**src/sv/pbx_pkg.sv**
```systemverilog
// shared types, constants and the varint step function for the nested bytes field extractor
// no dependencies
package pbx_pkg;

  localparam int MAX_MSG_BYTES = 65535;
  localparam int CFG_IDX_W = 2;
  localparam int CFG_DATA_W = 32;

  typedef enum logic [CFG_IDX_W-1:0] {
    REG_TYPE_FIELD  = 2'd0,
    REG_WANTED_TYPE = 2'd1,
    REG_FRAME_FIELD = 2'd2,
    REG_DATA_FIELD  = 2'd3
  } reg_idx_t;

  typedef enum logic [2:0] {
    PH_TAG  = 3'd0,
    PH_VAR  = 3'd1,
    PH_LEN  = 3'd2,
    PH_SKIP = 3'd3,
    PH_IDLE = 3'd4
  } phase_t;

  typedef enum logic [1:0] {
    RES_NONE   = 2'd0,
    RES_FOUND  = 2'd1,
    RES_FAILED = 2'd2
  } res_t;

  typedef enum logic [1:0] {
    VS_MORE = 2'd0,
    VS_DONE = 2'd1,
    VS_ERR  = 2'd2
  } vstat_t;

  localparam logic [2:0] WIRE_VARINT = 3'd0;
  localparam logic [2:0] WIRE_FIX64  = 3'd1;
  localparam logic [2:0] WIRE_LEN    = 3'd2;
  localparam logic [2:0] WIRE_FIX32  = 3'd5;
  localparam logic [3:0] VARINT_MAX  = 4'd10;

  typedef struct packed {
    logic [7:0] data_byte;
    logic       last_byte;
  } in_t;

  typedef struct packed {
    logic        found;
    logic [15:0] payload_offset;
    logic [15:0] payload_length;
  } out_t;

  typedef struct packed {
    logic [28:0] type_field_number;
    logic [31:0] wanted_type_value;
    logic [28:0] frame_field_number;
    logic [28:0] data_field_number;
  } cfg_t;

  typedef struct packed {
    vstat_t      stat;
    logic [63:0] acc;
    logic [3:0]  cnt;
  } vstep_t;

  function automatic vstep_t varint_take(logic [63:0] acc, logic [3:0] cnt, logic [7:0] b);
    vstep_t     r;
    logic [5:0] sh;
    r.acc  = acc;
    r.cnt  = cnt;
    r.stat = VS_ERR;
    sh     = 6'(7 * int'(cnt));
    if (cnt < VARINT_MAX) begin
      r.acc = acc | ({57'b0, b[6:0]} << sh);
      r.cnt = cnt + 4'd1;
      if (!b[7]) begin
        r.stat = VS_DONE;
      end else if (r.cnt >= VARINT_MAX) begin
        r.stat = VS_ERR;
      end else begin
        r.stat = VS_MORE;
      end
    end
    return r;
  endfunction

endpackage

```
**src/sv/pbx_scan.sv**
```systemverilog
// two-level wire format scanner: parser state registers and the per-word update logic
// depends on pbx_pkg
module pbx_scan #(
  parameter int MAX_MESSAGE_BYTES = pbx_pkg::MAX_MSG_BYTES
) (
  input  logic          clk,
  input  logic          rst_n,
  input  logic          acc_i,
  input  pbx_pkg::in_t  word_i,
  input  pbx_pkg::cfg_t cfg_i,
  output logic          res_valid_o,
  output pbx_pkg::out_t res_o
);

  localparam int PW = $clog2(MAX_MESSAGE_BYTES + 1);
  localparam logic [PW-1:0] MAXP = PW'(MAX_MESSAGE_BYTES);

  logic [PW-1:0]    pos_r, pos_nxt;
  logic             fail_r, fail_nxt;
  pbx_pkg::phase_t  oph_r, oph_nxt;
  logic [63:0]      oacc_r, oacc_nxt;
  logic [3:0]       ocnt_r, ocnt_nxt;
  logic [31:0]      ofield_r, ofield_nxt;
  logic [2:0]       owire_r, owire_nxt;
  logic [PW-1:0]    orem_r, orem_nxt;
  logic             tmatch_r, tmatch_nxt;
  logic             subp_r, subp_nxt;
  logic [PW-1:0]    subend_r, subend_nxt;
  logic             insub_r, insub_nxt;
  pbx_pkg::phase_t  iph_r, iph_nxt;
  logic [63:0]      iacc_r, iacc_nxt;
  logic [3:0]       icnt_r, icnt_nxt;
  logic [31:0]      ifield_r, ifield_nxt;
  logic [PW-1:0]    irem_r, irem_nxt;
  pbx_pkg::res_t    ires_r, ires_nxt;
  logic [15:0]      foff_r, foff_nxt;
  logic [15:0]      flen_r, flen_nxt;
  logic             ok;

  always_comb begin
    pbx_pkg::vstep_t vs;
    pbx_pkg::vstep_t ws;
    logic [63:0]     n;
    logic [PW-1:0]   room;
    logic [PW:0]     sum;
    logic            do_skip;
    logic            is_sub;
    pos_nxt    = pos_r;
    fail_nxt   = fail_r;
    oph_nxt    = oph_r;
    oacc_nxt   = oacc_r;
    ocnt_nxt   = ocnt_r;
    ofield_nxt = ofield_r;
    owire_nxt  = owire_r;
    orem_nxt   = orem_r;
    tmatch_nxt = tmatch_r;
    subp_nxt   = subp_r;
    subend_nxt = subend_r;
    insub_nxt  = insub_r;
    iph_nxt    = iph_r;
    iacc_nxt   = iacc_r;
    icnt_nxt   = icnt_r;
    ifield_nxt = ifield_r;
    irem_nxt   = irem_r;
    ires_nxt   = ires_r;
    foff_nxt   = foff_r;
    flen_nxt   = flen_r;
    vs         = pbx_pkg::varint_take(oacc_r, ocnt_r, word_i.data_byte);
    ws         = pbx_pkg::varint_take(iacc_r, icnt_r, word_i.data_byte);
    n          = '0;
    do_skip    = 1'b0;
    is_sub     = 1'b0;
    sum        = '0;
    room       = '0;

    if (pos_r >= MAXP) begin
      fail_nxt = 1'b1;
    end else begin
      pos_nxt = pos_r + PW'(1);
    end
    room = (subend_r >= pos_nxt) ? subend_r - pos_nxt : '0;

    if (!fail_nxt) begin
      if (oph_r == pbx_pkg::PH_SKIP) begin
        // inner scanner sees the sub-message bytes
        if (insub_r) begin
          if (iph_r == pbx_pkg::PH_SKIP) begin
            irem_nxt = irem_r - PW'(1);
            if (irem_nxt == '0) iph_nxt = pbx_pkg::PH_TAG;
          end else if (iph_r != pbx_pkg::PH_IDLE) begin
            iacc_nxt = ws.acc;
            icnt_nxt = ws.cnt;
            if (ws.stat == pbx_pkg::VS_ERR) begin
              ires_nxt = pbx_pkg::RES_FAILED;
              iph_nxt  = pbx_pkg::PH_IDLE;
            end else if (ws.stat == pbx_pkg::VS_DONE) begin
              iacc_nxt = '0;
              icnt_nxt = '0;
              n        = '0;
              if (iph_r == pbx_pkg::PH_VAR) begin
                iph_nxt = pbx_pkg::PH_TAG;
              end else if (iph_r == pbx_pkg::PH_LEN) begin
                n = ws.acc;
                if (ifield_r == {3'b0, cfg_i.data_field_number}) begin
                  if (n == '0 || n > 64'(room)) begin
                    ires_nxt = pbx_pkg::RES_FAILED;
                    iph_nxt  = pbx_pkg::PH_IDLE;
                  end else begin
                    foff_nxt = 16'(pos_nxt);
                    flen_nxt = n[15:0];
                    ires_nxt = pbx_pkg::RES_FOUND;
                    iph_nxt  = pbx_pkg::PH_IDLE;
                  end
                end else begin
                  do_skip = 1'b1;
                end
              end else begin
                ifield_nxt = ws.acc[34:3];
                unique case (ws.acc[2:0])
                  pbx_pkg::WIRE_VARINT: iph_nxt = pbx_pkg::PH_VAR;
                  pbx_pkg::WIRE_FIX64: begin
                    n       = 64'd8;
                    do_skip = 1'b1;
                  end
                  pbx_pkg::WIRE_LEN:    iph_nxt = pbx_pkg::PH_LEN;
                  pbx_pkg::WIRE_FIX32: begin
                    n       = 64'd4;
                    do_skip = 1'b1;
                  end
                  default: begin
                    ires_nxt = pbx_pkg::RES_FAILED;
                    iph_nxt  = pbx_pkg::PH_IDLE;
                  end
                endcase
              end
              if (do_skip) begin
                if (n > 64'(room)) begin
                  ires_nxt = pbx_pkg::RES_FAILED;
                  iph_nxt  = pbx_pkg::PH_IDLE;
                end else if (n == '0) begin
                  iph_nxt = pbx_pkg::PH_TAG;
                end else begin
                  irem_nxt = n[PW-1:0];
                  iph_nxt  = pbx_pkg::PH_SKIP;
                end
              end
            end
          end
        end
        orem_nxt = orem_r - PW'(1);
        if (orem_nxt == '0) begin
          if (insub_r) iph_nxt = pbx_pkg::PH_IDLE;
          insub_nxt = 1'b0;
          oph_nxt   = pbx_pkg::PH_TAG;
        end
      end else begin
        oacc_nxt = vs.acc;
        ocnt_nxt = vs.cnt;
        if (vs.stat == pbx_pkg::VS_ERR) begin
          fail_nxt = 1'b1;
        end else if (vs.stat == pbx_pkg::VS_DONE) begin
          oacc_nxt = '0;
          ocnt_nxt = '0;
          if (oph_r == pbx_pkg::PH_VAR) begin
            if (ofield_r == {3'b0, cfg_i.type_field_number} && owire_r == pbx_pkg::WIRE_VARINT)
              tmatch_nxt = (vs.acc == {32'b0, cfg_i.wanted_type_value});
            oph_nxt = pbx_pkg::PH_TAG;
          end else if (oph_r == pbx_pkg::PH_LEN) begin
            n       = vs.acc;
            is_sub  = (ofield_r == {3'b0, cfg_i.frame_field_number});
            do_skip = 1'b1;
          end else begin
            ofield_nxt = vs.acc[34:3];
            owire_nxt  = vs.acc[2:0];
            unique case (vs.acc[2:0])
              pbx_pkg::WIRE_VARINT: oph_nxt = pbx_pkg::PH_VAR;
              pbx_pkg::WIRE_FIX64: begin
                n       = 64'd8;
                do_skip = 1'b1;
              end
              pbx_pkg::WIRE_LEN:    oph_nxt = pbx_pkg::PH_LEN;
              pbx_pkg::WIRE_FIX32: begin
                n       = 64'd4;
                do_skip = 1'b1;
              end
              default:              fail_nxt = 1'b1;
            endcase
          end
          if (do_skip) begin
            sum = {1'b0, pos_nxt} + {1'b0, n[PW-1:0]};
            if (n > 64'(MAXP) || sum > {1'b0, MAXP}) begin
              fail_nxt = 1'b1;
            end else begin
              if (is_sub) begin
                subp_nxt   = 1'b1;
                subend_nxt = sum[PW-1:0];
                iacc_nxt   = '0;
                icnt_nxt   = '0;
                ifield_nxt = '0;
                irem_nxt   = '0;
                ires_nxt   = pbx_pkg::RES_NONE;
                iph_nxt    = (n == '0) ? pbx_pkg::PH_IDLE : pbx_pkg::PH_TAG;
              end
              insub_nxt = is_sub;
              if (n == '0) begin
                oph_nxt = pbx_pkg::PH_TAG;
              end else begin
                orem_nxt = n[PW-1:0];
                oph_nxt  = pbx_pkg::PH_SKIP;
              end
            end
          end
        end
      end
    end

    ok = !fail_nxt && pos_nxt >= PW'(2) && oph_nxt == pbx_pkg::PH_TAG && ocnt_nxt == '0 &&
         tmatch_nxt && subp_nxt && ires_nxt == pbx_pkg::RES_FOUND;
  end

  assign res_valid_o          = acc_i && word_i.last_byte;
  assign res_o.found          = ok;
  assign res_o.payload_offset = ok ? foff_nxt : 16'd0;
  assign res_o.payload_length = ok ? flen_nxt : 16'd0;

  always_ff @(posedge clk) begin
    if (!rst_n || (acc_i && word_i.last_byte)) begin
      pos_r    <= '0;
      fail_r   <= 1'b0;
      oph_r    <= pbx_pkg::PH_TAG;
      oacc_r   <= '0;
      ocnt_r   <= '0;
      ofield_r <= '0;
      owire_r  <= '0;
      orem_r   <= '0;
      tmatch_r <= 1'b0;
      subp_r   <= 1'b0;
      subend_r <= '0;
      insub_r  <= 1'b0;
      iph_r    <= pbx_pkg::PH_IDLE;
      iacc_r   <= '0;
      icnt_r   <= '0;
      ifield_r <= '0;
      irem_r   <= '0;
      ires_r   <= pbx_pkg::RES_NONE;
      foff_r   <= '0;
      flen_r   <= '0;
    end else if (acc_i) begin
      pos_r    <= pos_nxt;
      fail_r   <= fail_nxt;
      oph_r    <= oph_nxt;
      oacc_r   <= oacc_nxt;
      ocnt_r   <= ocnt_nxt;
      ofield_r <= ofield_nxt;
      owire_r  <= owire_nxt;
      orem_r   <= orem_nxt;
      tmatch_r <= tmatch_nxt;
      subp_r   <= subp_nxt;
      subend_r <= subend_nxt;
      insub_r  <= insub_nxt;
      iph_r    <= iph_nxt;
      iacc_r   <= iacc_nxt;
      icnt_r   <= icnt_nxt;
      ifield_r <= ifield_nxt;
      irem_r   <= irem_nxt;
      ires_r   <= ires_nxt;
      foff_r   <= foff_nxt;
      flen_r   <= flen_nxt;
    end
  end

endmodule

```
**src/sv/protobuf_nested_bytes_field_extractor.sv**
```systemverilog
// Takes one message byte per cycle and reports, with the last byte, whether the configured
// nested bytes field was found, plus its offset and length. The result appears in the output
// register the cycle after the last byte is taken, and a new byte is taken in every cycle in
// which that register is empty or being emptied.
// top level: configuration registers, scanner and result register; depends on pbx_pkg, pbx_scan
module protobuf_nested_bytes_field_extractor #(
  parameter int MAX_MESSAGE_BYTES = pbx_pkg::MAX_MSG_BYTES
) (
  input  logic                             clk,
  input  logic                             rst_n,
  input  logic                             in_valid,
  output logic                             in_ready,
  input  pbx_pkg::in_t                     in_word,
  output logic                             out_valid,
  input  logic                             out_ready,
  output pbx_pkg::out_t                    out_word,
  input  logic                             cfg_we,
  input  logic [pbx_pkg::CFG_IDX_W-1:0]    cfg_index,
  input  logic [pbx_pkg::CFG_DATA_W-1:0]   cfg_data
);

  pbx_pkg::cfg_t cfg_r;
  logic          out_valid_r;
  pbx_pkg::out_t out_word_r;
  logic          acc;
  logic          res_valid;
  pbx_pkg::out_t res;

  assign in_ready  = !out_valid_r || out_ready;
  assign acc       = in_valid && in_ready;
  assign out_valid = out_valid_r;
  assign out_word  = out_word_r;

  always_ff @(posedge clk) begin
    if (!rst_n) begin
      cfg_r.type_field_number  <= 29'd10;
      cfg_r.wanted_type_value  <= 32'd40;
      cfg_r.frame_field_number <= 29'd80;
      cfg_r.data_field_number  <= 29'd5;
    end else if (cfg_we) begin
      unique case (pbx_pkg::reg_idx_t'(cfg_index))
        pbx_pkg::REG_TYPE_FIELD:  cfg_r.type_field_number  <= cfg_data[28:0];
        pbx_pkg::REG_WANTED_TYPE: cfg_r.wanted_type_value  <= cfg_data;
        pbx_pkg::REG_FRAME_FIELD: cfg_r.frame_field_number <= cfg_data[28:0];
        pbx_pkg::REG_DATA_FIELD:  cfg_r.data_field_number  <= cfg_data[28:0];
        default: ;
      endcase
    end
  end

  pbx_scan #(
    .MAX_MESSAGE_BYTES(MAX_MESSAGE_BYTES)
  ) u_scan (
    .clk        (clk),
    .rst_n      (rst_n),
    .acc_i      (acc),
    .word_i     (in_word),
    .cfg_i      (cfg_r),
    .res_valid_o(res_valid),
    .res_o      (res)
  );

  always_ff @(posedge clk) begin
    if (!rst_n) begin
      out_valid_r <= 1'b0;
    end else if (res_valid) begin
      out_valid_r <= 1'b1;
    end else if (out_ready) begin
      out_valid_r <= 1'b0;
    end
  end

  always_ff @(posedge clk) begin
    if (res_valid) begin
      out_word_r <= res;
    end
  end

endmodule

```
**config.mk**
```make
export PLATFORM = sky130hd
export DESIGN_NAME = protobuf_nested_bytes_field_extractor
export DESIGN_NICKNAME = d
export VERILOG_FILES = /design/src/sv/pbx_pkg.sv /design/src/sv/pbx_scan.sv /design/src/sv/protobuf_nested_bytes_field_extractor.sv
export SDC_FILE = /design/constraint.sdc
export NUM_CORES = 1
export LEC_CHECK = 0
export BUFFER_PORTS_ARGS = -buffer_cell sky130_fd_sc_hd__buf_2
export CORE_MARGIN = 1.5
export CORE_UTILIZATION = 32
export DETAILED_ROUTE_END_ITERATION = 6
export HOLD_SLACK_MARGIN = 0.02
export PLACE_DENSITY = 0.53
export SYNTH_ARGS = -nofsm -noshare
export SYNTH_HDL_FRONTEND = slang
export SYNTH_SLANG_ARGS = --single-unit
```
**constraint.sdc**
```tcl
create_clock -name clk -period 11.75 [get_ports clk]
set_clock_uncertainty 0.15 [all_clocks]
set_input_delay 1.7625 -clock clk [delete_from_list [all_inputs] [get_ports clk]]
set_output_delay 1.7625 -clock clk [all_outputs]
set_load 0.01 [all_outputs]
```
==> results.md, run 1 <==
* Status: complete, but fails checks
* Failing checks: DRC
* Die Y at 291.2 um
* Number of I/O port buffers at 82
* Via-per-instance ratio at 5.603
* Iter 0 DRT Violations at 2812
* Element type at the critical path start: flip-flop
* Core footprint at 0.08211 mm2
* Vias in the first global route at 23227
* Final Cycle Share at 76.32%
* Mapped cell area at 0.02658 mm2
* Most used DFF post-synth: dfxtp_1
* # rows at 105
* IO Pins at 83
* Post-Synth Simple-Gate Area at 24.45%
* Worst endpoint data arrival time at 9280 ps
* Final core utilization at 36.61%
* Slew headroom at 17.30%
* Peak VDD IR at 0.09431 mV
* Max Freq at 111.5 MHz
* Post-synthesis compound-gate area fraction at 22.69%
* Hold Path Class: reg -> reg
* Synthesized flop and latch total at 464
* XOR/XNOR Fraction of Synth Area at 5.536%
* Clk pwr share at 45.4%
* Remaining global-route overflow at 0
* Post-synth EDFFs at 33
* Worst-case clock buffer depth at 3
* RSZ-0062 raised after global routing: no
* DP HPWL at 67800 um
* Clock buffer count from CTS at 55
* # nets final at 3510
* Antenna-violating nets left at 0
* Count of warnings emitted by yosys at 0
* Die width at 291.2 um
* Max cap viols at 0
* # resized after CTS at 0
* Largest stage delay on the critical path at 580 ps
* Total Routing Usage GR at 21.55%
* Area Growth Syn to Fin at 13.08%
* Initial antenna violation count at 3
* # setup viols final at 0
* Int Power at 0.002888 W
* Fin. max-slew vios at 0
* Commonest cells after routing, fill and taps aside: nand2_1 (433), dfxtp_1 (431), nor2_1 (413), a21oi_1 (263), xnor2_1 (133)
* Worst Path Required at 12060 ps
* Min Hold Slack at 310.0 ps
* Most common cell after layout, fill and taps aside: nand2_1
* Pwr dens at 134.3 mW/mm2
* Logic pwr share at 13.5%
* Total routed wirelength at 93860 um
* CP max-delay cell: nand2_2
* Routed WL per cell at 20.90 um
* Post-route setup TNS at 0 ps
* Die ar. at 0.08480 mm2
* Critical Path Most Common Cell: a21o_1
* Post-synthesis mux area share at 2.156%
* Largest family of logic cells by synthesized area: simple AND/OR/NAND/NOR gates
* Clock sink count at 464
* Sw Ratio at 28.45%
* Clock Tree Root: clkbuf_16
* Tmin final at 8968 ps
* Initial Util at 32.37%
* Register area share after synthesis at 36.19%
* CP Capture Type: flip-flop
* Via count at 25167
* WS Path Type: reg -> reg
* GPL Wtd Cong at 0.9515
* Worst-Skew Late Latency at 640 ps
* CP max FO at 43
* Synth Area in Adders at 4.472%
* Avg Cell Area, Syn at 7.871 um2
* Final hold viol count at 0
* DRC at 1
* Sequential power share at 41.0%
* Async S/R FF share, synth at 0%
* Hold Buf Count CTS at 0
* DR pass1 iterations at 7
* Synthesized netlist cell count at 3377
* Syn nets at 3512
* Layout cell share with drive strength beyond 1 at 9.412%
* Netlist cell types at 99
* Slew at the pin closest to its max-slew limit at 1209 ps
* Register clock-pin slew on the reported worst setup and hold paths at 70 ps
* Net Sw Power at 0.001149 W
* CTS tree: built
* First-pass GRT wire length at 144800 um
* Htree depth at 2
* Postcts setup bufs at 0
* Leakage at 10.80 nW
* Largest net degree at the start of global routing at 98
==> registers in the layout (all words and copies together) (netlist names), 2 cells and up <==
register and cells:
u_scan.oacc_r 64, u_scan.irem_r 16, u_scan.ofield_r 32, cfg_r 119, u_scan.oph_r 3, u_scan.pos_r 16
u_scan.iph_r 3, u_scan.ifield_r 32, u_scan.ocnt_r 4, u_scan.icnt_r 4, u_scan.owire_r 3, u_scan.flen_r 16
u_scan.iacc_r 64, u_scan.orem_r 16, u_scan.foff_r 16, out_word 33, u_scan.ires_r 2, u_scan.subend_r 16
==> routing by layer <==
metal	wire length, um	track usage, %	share of wire [%]	up-vias
met2	41550	33.56	44	862
met1	43910	31.04	47	12019
met3	6061	2.917	6.5	148
met4	2349	5.644	2.5	0
li1	-	-	-	12138
met5	0	0	0	-
==> area by class of cell <==
class,instances,area (um2)
sequential,464,9619
clock inverter,31,414.1
multi-input combinational,2612,15860
timing repair buffer,153,945.9
fill,8541,52050
inverter,89,334.1
clock buffer,72,1540
tap,1070,1339
antenna,1,2.502
==> kinds of logic (layout without fill, tap and decap cells) <==
family,Yosys count,count (layout)
other cells,0,1
mux,44,44
fa+ha+maj,91,91
simple gates,1403,1403
buf+inv,301,345
compound gates,906,906
xor+xnor,168,168
flops,464,464
==> worst max-delay path, delay by kind of cell (launching register included) <==
| kind | cells | cell delay, ps |
|---|---|---|
| simple gates | 10 | 2400 |
| mux | 1 | 250 |
| buf+inv | 3 | 1190 |
| fa+ha+maj | 5 | 1590 |
| xor+xnor | 1 | 340 |
| compound gates | 11 | 2430 |
| flops | 1 | 410 |
==> path summary, 6_finish.rpt <==
| path | cells after the start | to | slack (ps) | start |
|---|---|---|---|---|
| worst max-delay path | 31 | u_scan.foff_r[2] | 2780 | u_scan.pos_r[0] |
| worst min-delay path | 2 | u_scan.iacc_r[5] | 310 | u_scan.iacc_r[5] |
| worst max register to register | 31 | u_scan.foff_r[2] | 2780 | u_scan.pos_r[0] |
| worst min register to register | 2 | u_scan.iacc_r[5] | 310 | u_scan.iacc_r[5] |
==> power groups by stage <==
| stage | registers, W | logic [W] | clock network [W] |
|---|---|---|---|
| 3_3_place_gp | 0.00169 | 0.000538 | 0 |
| 5_1_grt | 0.00166 | 0.000596 | 0.00193 |
| 3_5_place_dp | 0.00169 | 0.000536 | 0 |
| 4_1_cts | 0.00166 | 0.000539 | 0.00187 |
| 6_report | 0.00166 | 0.000547 | 0.00183 |
| 2_1_floorplan | 0.00168 | 0.000355 | 0 |
==> stage by stage <==
stage | area [um2] | setup slack, ps | instances | power, W
finish | 30060 | 2782 | 4492 | 0.004037
global route | 30060 | 2077 | 4491 | 0.004190
CTS | 30060 | 2810 | 4491 | 0.004065
detailed placement | 28100 | 2844 | 4388 | 0.002228
global placement | 28100 | 3027 | 4388 | 0.002229
floorplan | 26580 | 4735 | 3377 | 0.002038
==> cells in the mapped netlist, drive strengths merged (24+ instances only) <==
master	instances	area, um2
buf	47	242.7
nand2	437	1643
a211oi	93	723.2
or3	30	187.7
xnor2	134	1174
a21oi	266	1339
ha	79	988.5
inv	88	330.3
a21boi	118	889.6
nor3	133	670.6
nand3	104	520.5
o31ai	42	334.1
dfxtp	431	8628
nor2	417	1568
clkbuf	165	619.3
xor2	34	297.8
and3	24	150.1
o21ai	114	574.3
nor4	69	459.2
a21o	31	232.7
edfxtp	33	991.0
nand4	62	387.9
a31oi	51	319.1
(Power assumes the default switching activity.)
==> inputs of run 2 (changes only) <==
--- a/config.mk
+++ b/config.mk
@@ -10,7 +10,7 @@
 export CORE_UTILIZATION = 32
 export DETAILED_ROUTE_END_ITERATION = 6
 export HOLD_SLACK_MARGIN = 0.02
-export PLACE_DENSITY = 0.53
+export PLACE_DENSITY = 0.54
 export SYNTH_ARGS = -nofsm -noshare
 export SYNTH_HDL_FRONTEND = slang
 export SYNTH_SLANG_ARGS = --single-unit
==> constraint.sdc (replaced) <==
create_clock -name clk -period 7.8 [get_ports clk]
set_clock_uncertainty 0.15 [all_clocks]
set_input_delay 1.17 -clock clk [delete_from_list [all_inputs] [get_ports clk]]
set_output_delay 1.17 -clock clk [all_outputs]
set_load 0.01 [all_outputs]
==> run 2 against run 1 <==
Net effect:
- the run now ends clean
- flip-flop and latch count did not move
- core utilization up 0.38 points
- worst setup slack worse by 2200 ps
- critical path depth shrank 1
==> results.md, run 2 (synthesis results as in run 1) <==
* Final worst slack at 540.7 ps
* Htree depth at 2
* Total routed wirelength at 94950 um
* Register clock-pin slew on the reported worst setup and hold paths at 70 ps
* Commonest cells after routing, fill and taps aside: nand2_1 (432), dfxtp_1 (431), nor2_1 (413), a21oi_1 (262), xnor2_1 (133)
* Worst endpoint data arrival time at 7540 ps
* Max Freq at 137.8 MHz
* DR pass1 iterations at 5
* Max reg flops at 119
* Layout cell share with drive strength beyond 1 at 10.73%
* GPL Wtd Cong at 0.9418
* Met1 GRT Util at 31.14%
* Area Growth Syn to Fin at 14.25%
* DP HPWL at 69920 um
* Die width at 291.2 um
* Via count at 25191
* Number of I/O port buffers at 82
* Initial Util at 32.37%
* GR peak layer: met2
* WHS Endpoint: u_scan.iacc_r[6]
* Fin. max-slew vios at 0
* Met2 usage in global routing at 33.99%
* Largest stage delay on the critical path at 410 ps
* Clock buffer count from CTS at 54
* Worst-case clock buffer depth at 3
* # rows at 105
* Remaining global-route overflow at 0
* Core footprint at 0.08211 mm2
* Max cap viols at 0
* Slew headroom at 15.28%
* Die ar. at 0.08480 mm2
* Element type at the critical path start: flip-flop
* Most common cell after layout, fill and taps aside: nand2_1
* Pwr Total at 0.006070 W
* Reg2reg setup slack at 540 ps
* CTS tree: built
* Vias in the first global route at 23484
* Tmin final at 7259 ps
* Status: finished clean
* Routed WL per cell at 20.97 um
* Hold Crit Start: u_scan.iacc_r[6]
* Via-per-instance ratio at 5.563
* GRT met3 Usage at 3.054%
* Worst-Skew Late Latency at 630 ps
* Hold Path Class: reg -> reg
* # nets final at 3550
* Largest net degree at the start of global routing at 86
* Pwr dens at 199.9 mW/mm2
* CP Capture Type: flip-flop
* Worst Path Required at 8080 ps
* Total Routing Usage GR at 21.88%
* R2r startpoint: u_scan.pos_r[0]
* First-pass GRT wire length at 146100 um
* IO Pins at 83
* Iter 0 DRT Violations at 2460
* Hold Buf Count CTS at 0
* Leakage at 10.99 nW
* CP max FO at 33
* Crit path from: u_scan.pos_r[0]
* # setup viols final at 0
* Clock sink count at 464
* Final core utilization at 36.99%
* Critical Path Most Common Cell: a21o_1
* Die Y at 291.2 um
* WS Path Type: reg -> reg
* Most flops, register: cfg_r
* Peak VDD IR at 0.1334 mV
* Final hold viol count at 0
* FF-to-FF End: out_word[30]
* Final Cycle Share at 93.07%
* Number of fillers in the final layout at 8564
* Post-route setup TNS at 0 ps
* Clock Tree Root: clkbuf_16
* DRC at 0
* CP max-delay cell: dfxtp_1
* Initial antenna violation count at 5
* Slew at the pin closest to its max-slew limit at 1239 ps
* Largest regs: cfg_r x119, u_scan.iacc_r x64, u_scan.oacc_r x64
* Worst hold path cell count at 2
* Min Hold Slack at 311.2 ps
* Pre-CTS WS at 63.37 ps
* Antenna-violating nets left at 0
* Worst-case reg-to-reg path depth at 30
==> run 2: cell types whose count changed in the layout (fill, tap and decap cells not counted), sizes merged <==
cell	delta
clkinvlp	+1
inv	-3
buf	+41
clkbuf	+2
clkinv	-4
bufinv	-1
==> run 2: cell type report <==
| class | instances | area (um2) | area share (%) |
|---|---|---|---|
| sequential | 464 | 9619 | 31.67 |
| multi-input combinational | 2612 | 15890 | 52.32 |
| timing repair buffer | 194 | 1277 | 4.207 |
| clock inverter | 24 | 340.3 | 1.121 |
| antenna | 1 | 2.502 | 0.008240 |
| inverter | 89 | 334.1 | 1.100 |
| tap | 1070 | 1339 | 4.408 |
| clock buffer | 74 | 1567 | 5.158 |
==> run 2: routing by layer <==
layer	up-vias	share of wire (%)
li1	12242	-
met1	11996	47
met2	788	44
met3	163	6.2
met4	2	3.1
met5	-	0.0074
==> run 2: metrics by stage <==
step | area, um2 | cells
after floorplan | 26580 | 3377
after global placement | 28390 | 4425
after detailed placement | 28390 | 4425
after CTS | 30290 | 4523
after global routing | 30370 | 4528
final | 30370 | 4528
==> run 2: what timing repair did <==
action                                 CTS  global route
setup endpoints to repair                0            89
setup buffers                            0             4
resized for setup                        0            13
endpoints found under the hold margin    0             0
==> run 2: worst max-delay path by stage <==
stage / to / slack, ps / depth (start not counted)
final: out_word[30] / 540 / 30
after CTS: out_word[29] / 40 / 28
after floorplan: out_word[10] / 780 / 31
after global placement: out_word[29] / 200 / 28
after detailed placement: out_word[21] / 60 / 28
after global routing: out_word[2] / -10 / 31
==> run 2: worst max-delay path: cells and delay by family (launching register included) <==
kind	cells	cell delay [ps]
buffers and inverters	1	220
and+or+nand+nor	10	1850
xor gates and xnor gates	1	180
DFF	1	410
adders and majority gates	5	1560
AOI/OAI and AO/OA	13	2670
==> run 2: where the power goes <==
part	total [W]	internal, W	switching [W]
Clock	0.00272	0.00161	0.00111
Sequential	0.00250	0.00245	0.0000516
Combinational	0.000853	0.000284	0.000569
Total	0.00607	0.00434	0.00173
==> inputs of run 3 (changes only) <==
--- a/config.mk
+++ b/config.mk
@@ -11,6 +11,7 @@
 export DETAILED_ROUTE_END_ITERATION = 6
 export HOLD_SLACK_MARGIN = 0.02
 export PLACE_DENSITY = 0.54
+export REMOVE_ABC_BUFFERS = 1
 export SYNTH_ARGS = -nofsm -noshare
 export SYNTH_HDL_FRONTEND = slang
 export SYNTH_SLANG_ARGS = --single-unit
==> run 3 against run 2 <==
Net effect:
- critical path depth down 8
- clock-buffer cell count up 4
- flip-flop and latch count unchanged
- via count up 0.75%
- non-clock buffer count down 4
- total power down 1.4%
- routed wire length up 1.5%
- worst hold slack better by 3.5 ps
- register-to-register slack worse by 130 ps
- die area unchanged
- sequential power about the same
- clock power down 3%
- critical endpoint is now u_scan.subend_r[15]
- largest cell class unchanged
- largest power group unchanged
- highest routed layer is now met4
==> results.md, run 3 (synthesis results as in run 1) <==
* Status: finished clean
* Pwr dens at 197.6 mW/mm2
* Final Cycle Share at 94.71%
* DR pass1 iterations at 6
* Worst-case reg-to-reg path depth at 22
* Via count at 25381
* Worst hold path cell count at 2
* Final hold viol count at 0
* Sequential power share at 41.7%
* Die width at 291.2 um
* Hold Crit Start: u_scan.subend_r[13]
* R2r startpoint: u_scan.ocnt_r[1]
* Area Growth Syn to Fin at 14.00%
* GPL Wtd Cong at 0.9549
* Layout cell share with drive strength beyond 1 at 10.56%
* Die Y at 291.2 um
* Largest regs: cfg_r x119, u_scan.iacc_r x64, u_scan.oacc_r x64
* Core footprint at 0.08211 mm2
* N_diodes at 0
* Total Routing Usage GR at 22.11%
* Reg2reg setup slack at 410 ps
* Most common cell after layout, fill and taps aside: nand2_1
* # nets final at 3547
* Commonest cells after routing, fill and taps aside: nand2_1 (432), dfxtp_1 (428), nor2_1 (413), a21oi_1 (262), xnor2_1 (132)
* Vias in the first global route at 23832
* Int Power at 0.004239 W
* Clk pwr share at 43.9%
* Max cap viols at 0
* Number of I/O port buffers at 82
* Final worst slack at 412.9 ps
* Post-route setup TNS at 0 ps
* Tmin final at 7387 ps
* Leakage at 10.96 nW
* Total routed wirelength at 96350 um
* Peak VDD IR at 0.1707 mV
* CP Capture Type: flip-flop
* Element type at the critical path start: flip-flop
* Register clock-pin slew on the reported worst setup and hold paths at 60 ps
* RSZ-0062 raised after global routing: no
* Final core utilization at 36.91%
* Fin. max-slew vios at 0
* Slew headroom at 24.10%
* Routed WL per cell at 21.29 um
* Die ar. at 0.08480 mm2
* Iter 0 DRT Violations at 2097
* WHS Endpoint: u_scan.subend_r[13]
* Antenna-violating nets left at 0
* Largest net degree at the start of global routing at 92
* Clock Tree Root: clkbuf_16
* Sw Ratio at 29.21%
* # rows at 105
* # setup viols final at 0
* Slew at the pin closest to its max-slew limit at 1136 ps
* Initial Util at 32.37%
* Max reg flops at 119
* Worst endpoint data arrival time at 7770 ps
* IO Pins at 83
* Worst Path Required at 8180 ps
* DP HPWL at 69990 um
* WS Path Type: reg -> reg
* Logic pwr share at 14.5%
* Htree depth at 2
* Remaining global-route overflow at 0
* Clock buffer count from CTS at 55
* First-pass GRT wire length at 147900 um
* Worst-case clock buffer depth at 3
* FF-to-FF End: u_scan.subend_r[15]
* Pre-CTS WS at 75.63 ps
* Net Sw Power at 0.001749 W
* Via-per-instance ratio at 5.609
* Initial antenna violation count at 0
* Most flops, register: cfg_r
* CP max FO at 15
* Post-DP Area at 0.02836 mm2
* DRC at 0
* CTS tree: built
* Clock sink count at 464
* Finished Cell Area at 0.03030 mm2
* Worst-Skew Late Latency at 660 ps
* Max Freq at 135.4 MHz
* Hold Path Class: reg -> reg
-- run 3: power groups by stage --
stage	combinational (W)	sequential (W)	clock, W
after floorplan	0.000501	0.00254	0
after global placement	0.000848	0.00255	0
after detailed placement	0.000848	0.00255	0
after CTS	0.000851	0.00249	0.00268
after global routing	0.000933	0.00250	0.00277
final	0.000867	0.00249	0.00263
-- run 3: worst max path at each step --
stage	start	to	slack, ps	cells after the start
2_1_floorplan	u_scan.pos_r[0]	u_scan.foff_r[0]	-1940	28
3_3_place_gp	u_scan.pos_r[0]	out_word[28]	330	28
3_5_place_dp	u_scan.pos_r[0]	out_word[8]	80	28
4_1_cts	u_scan.pos_r[0]	out_word[29]	40	28
5_1_grt	u_scan.pos_r[7]	out_word[23]	10	30
6_report	u_scan.ocnt_r[1]	u_scan.subend_r[15]	410	22
-- run 3: layout make-up --
type,instances,area (um2)
fill,8536,51810
multi-input combinational,2612,15910
sequential,464,9623
tap,1070,1339
clock inverter,22,277.8
inverter,89,334.1
timing repair buffer,190,1260
clock buffer,78,1563
-- run 3: per-stage QoR --
stage	power (W)	cells	hold WS (ps)
after floorplan	0.003039	3165	281.7
after global placement	0.003394	4421	291.9
after detailed placement	0.003394	4421	304.0
after CTS	0.006023	4521	315.9
after global routing	0.006205	4525	332.0
final	0.005988	4525	314.7
-- run 3: repair_timing --
item / in CTS / in global routing
resized for setup: 0 / 22
hold buffers: 0 / 0
setup endpoints to repair: 0 / 84
setup buffers: 0 / 4
-- run 3: layer usage --
metal	global-route usage (%)	vias up	part of all wire, %
met2	35.01	808	45
li1	-	12219	-
met3	2.871	181	5.6
met5	0	-	0
met1	30.80	12173	46
met4	7.521	0	3.4
-- run 3: worst max-delay path, stage by stage, from the launching register on --
cell       delay (ps)
dfxtp_1           530
inv_1             180
fa_1              470
inv_1              70
ha_1              190
inv_1              60
fa_1              470
buf_4             190
or3b_2            500
o32ai_1           500
a21oi_1           350
o21ai_0           230
and2_1            250
ha_1              330
a31oi_1           150
o21ai_0           130
a211oi_1          400
a2111oi_2         140
a211o_1           400
a211oi_4          630
nand2_2           350
or3_1             450
a21oi_1           150
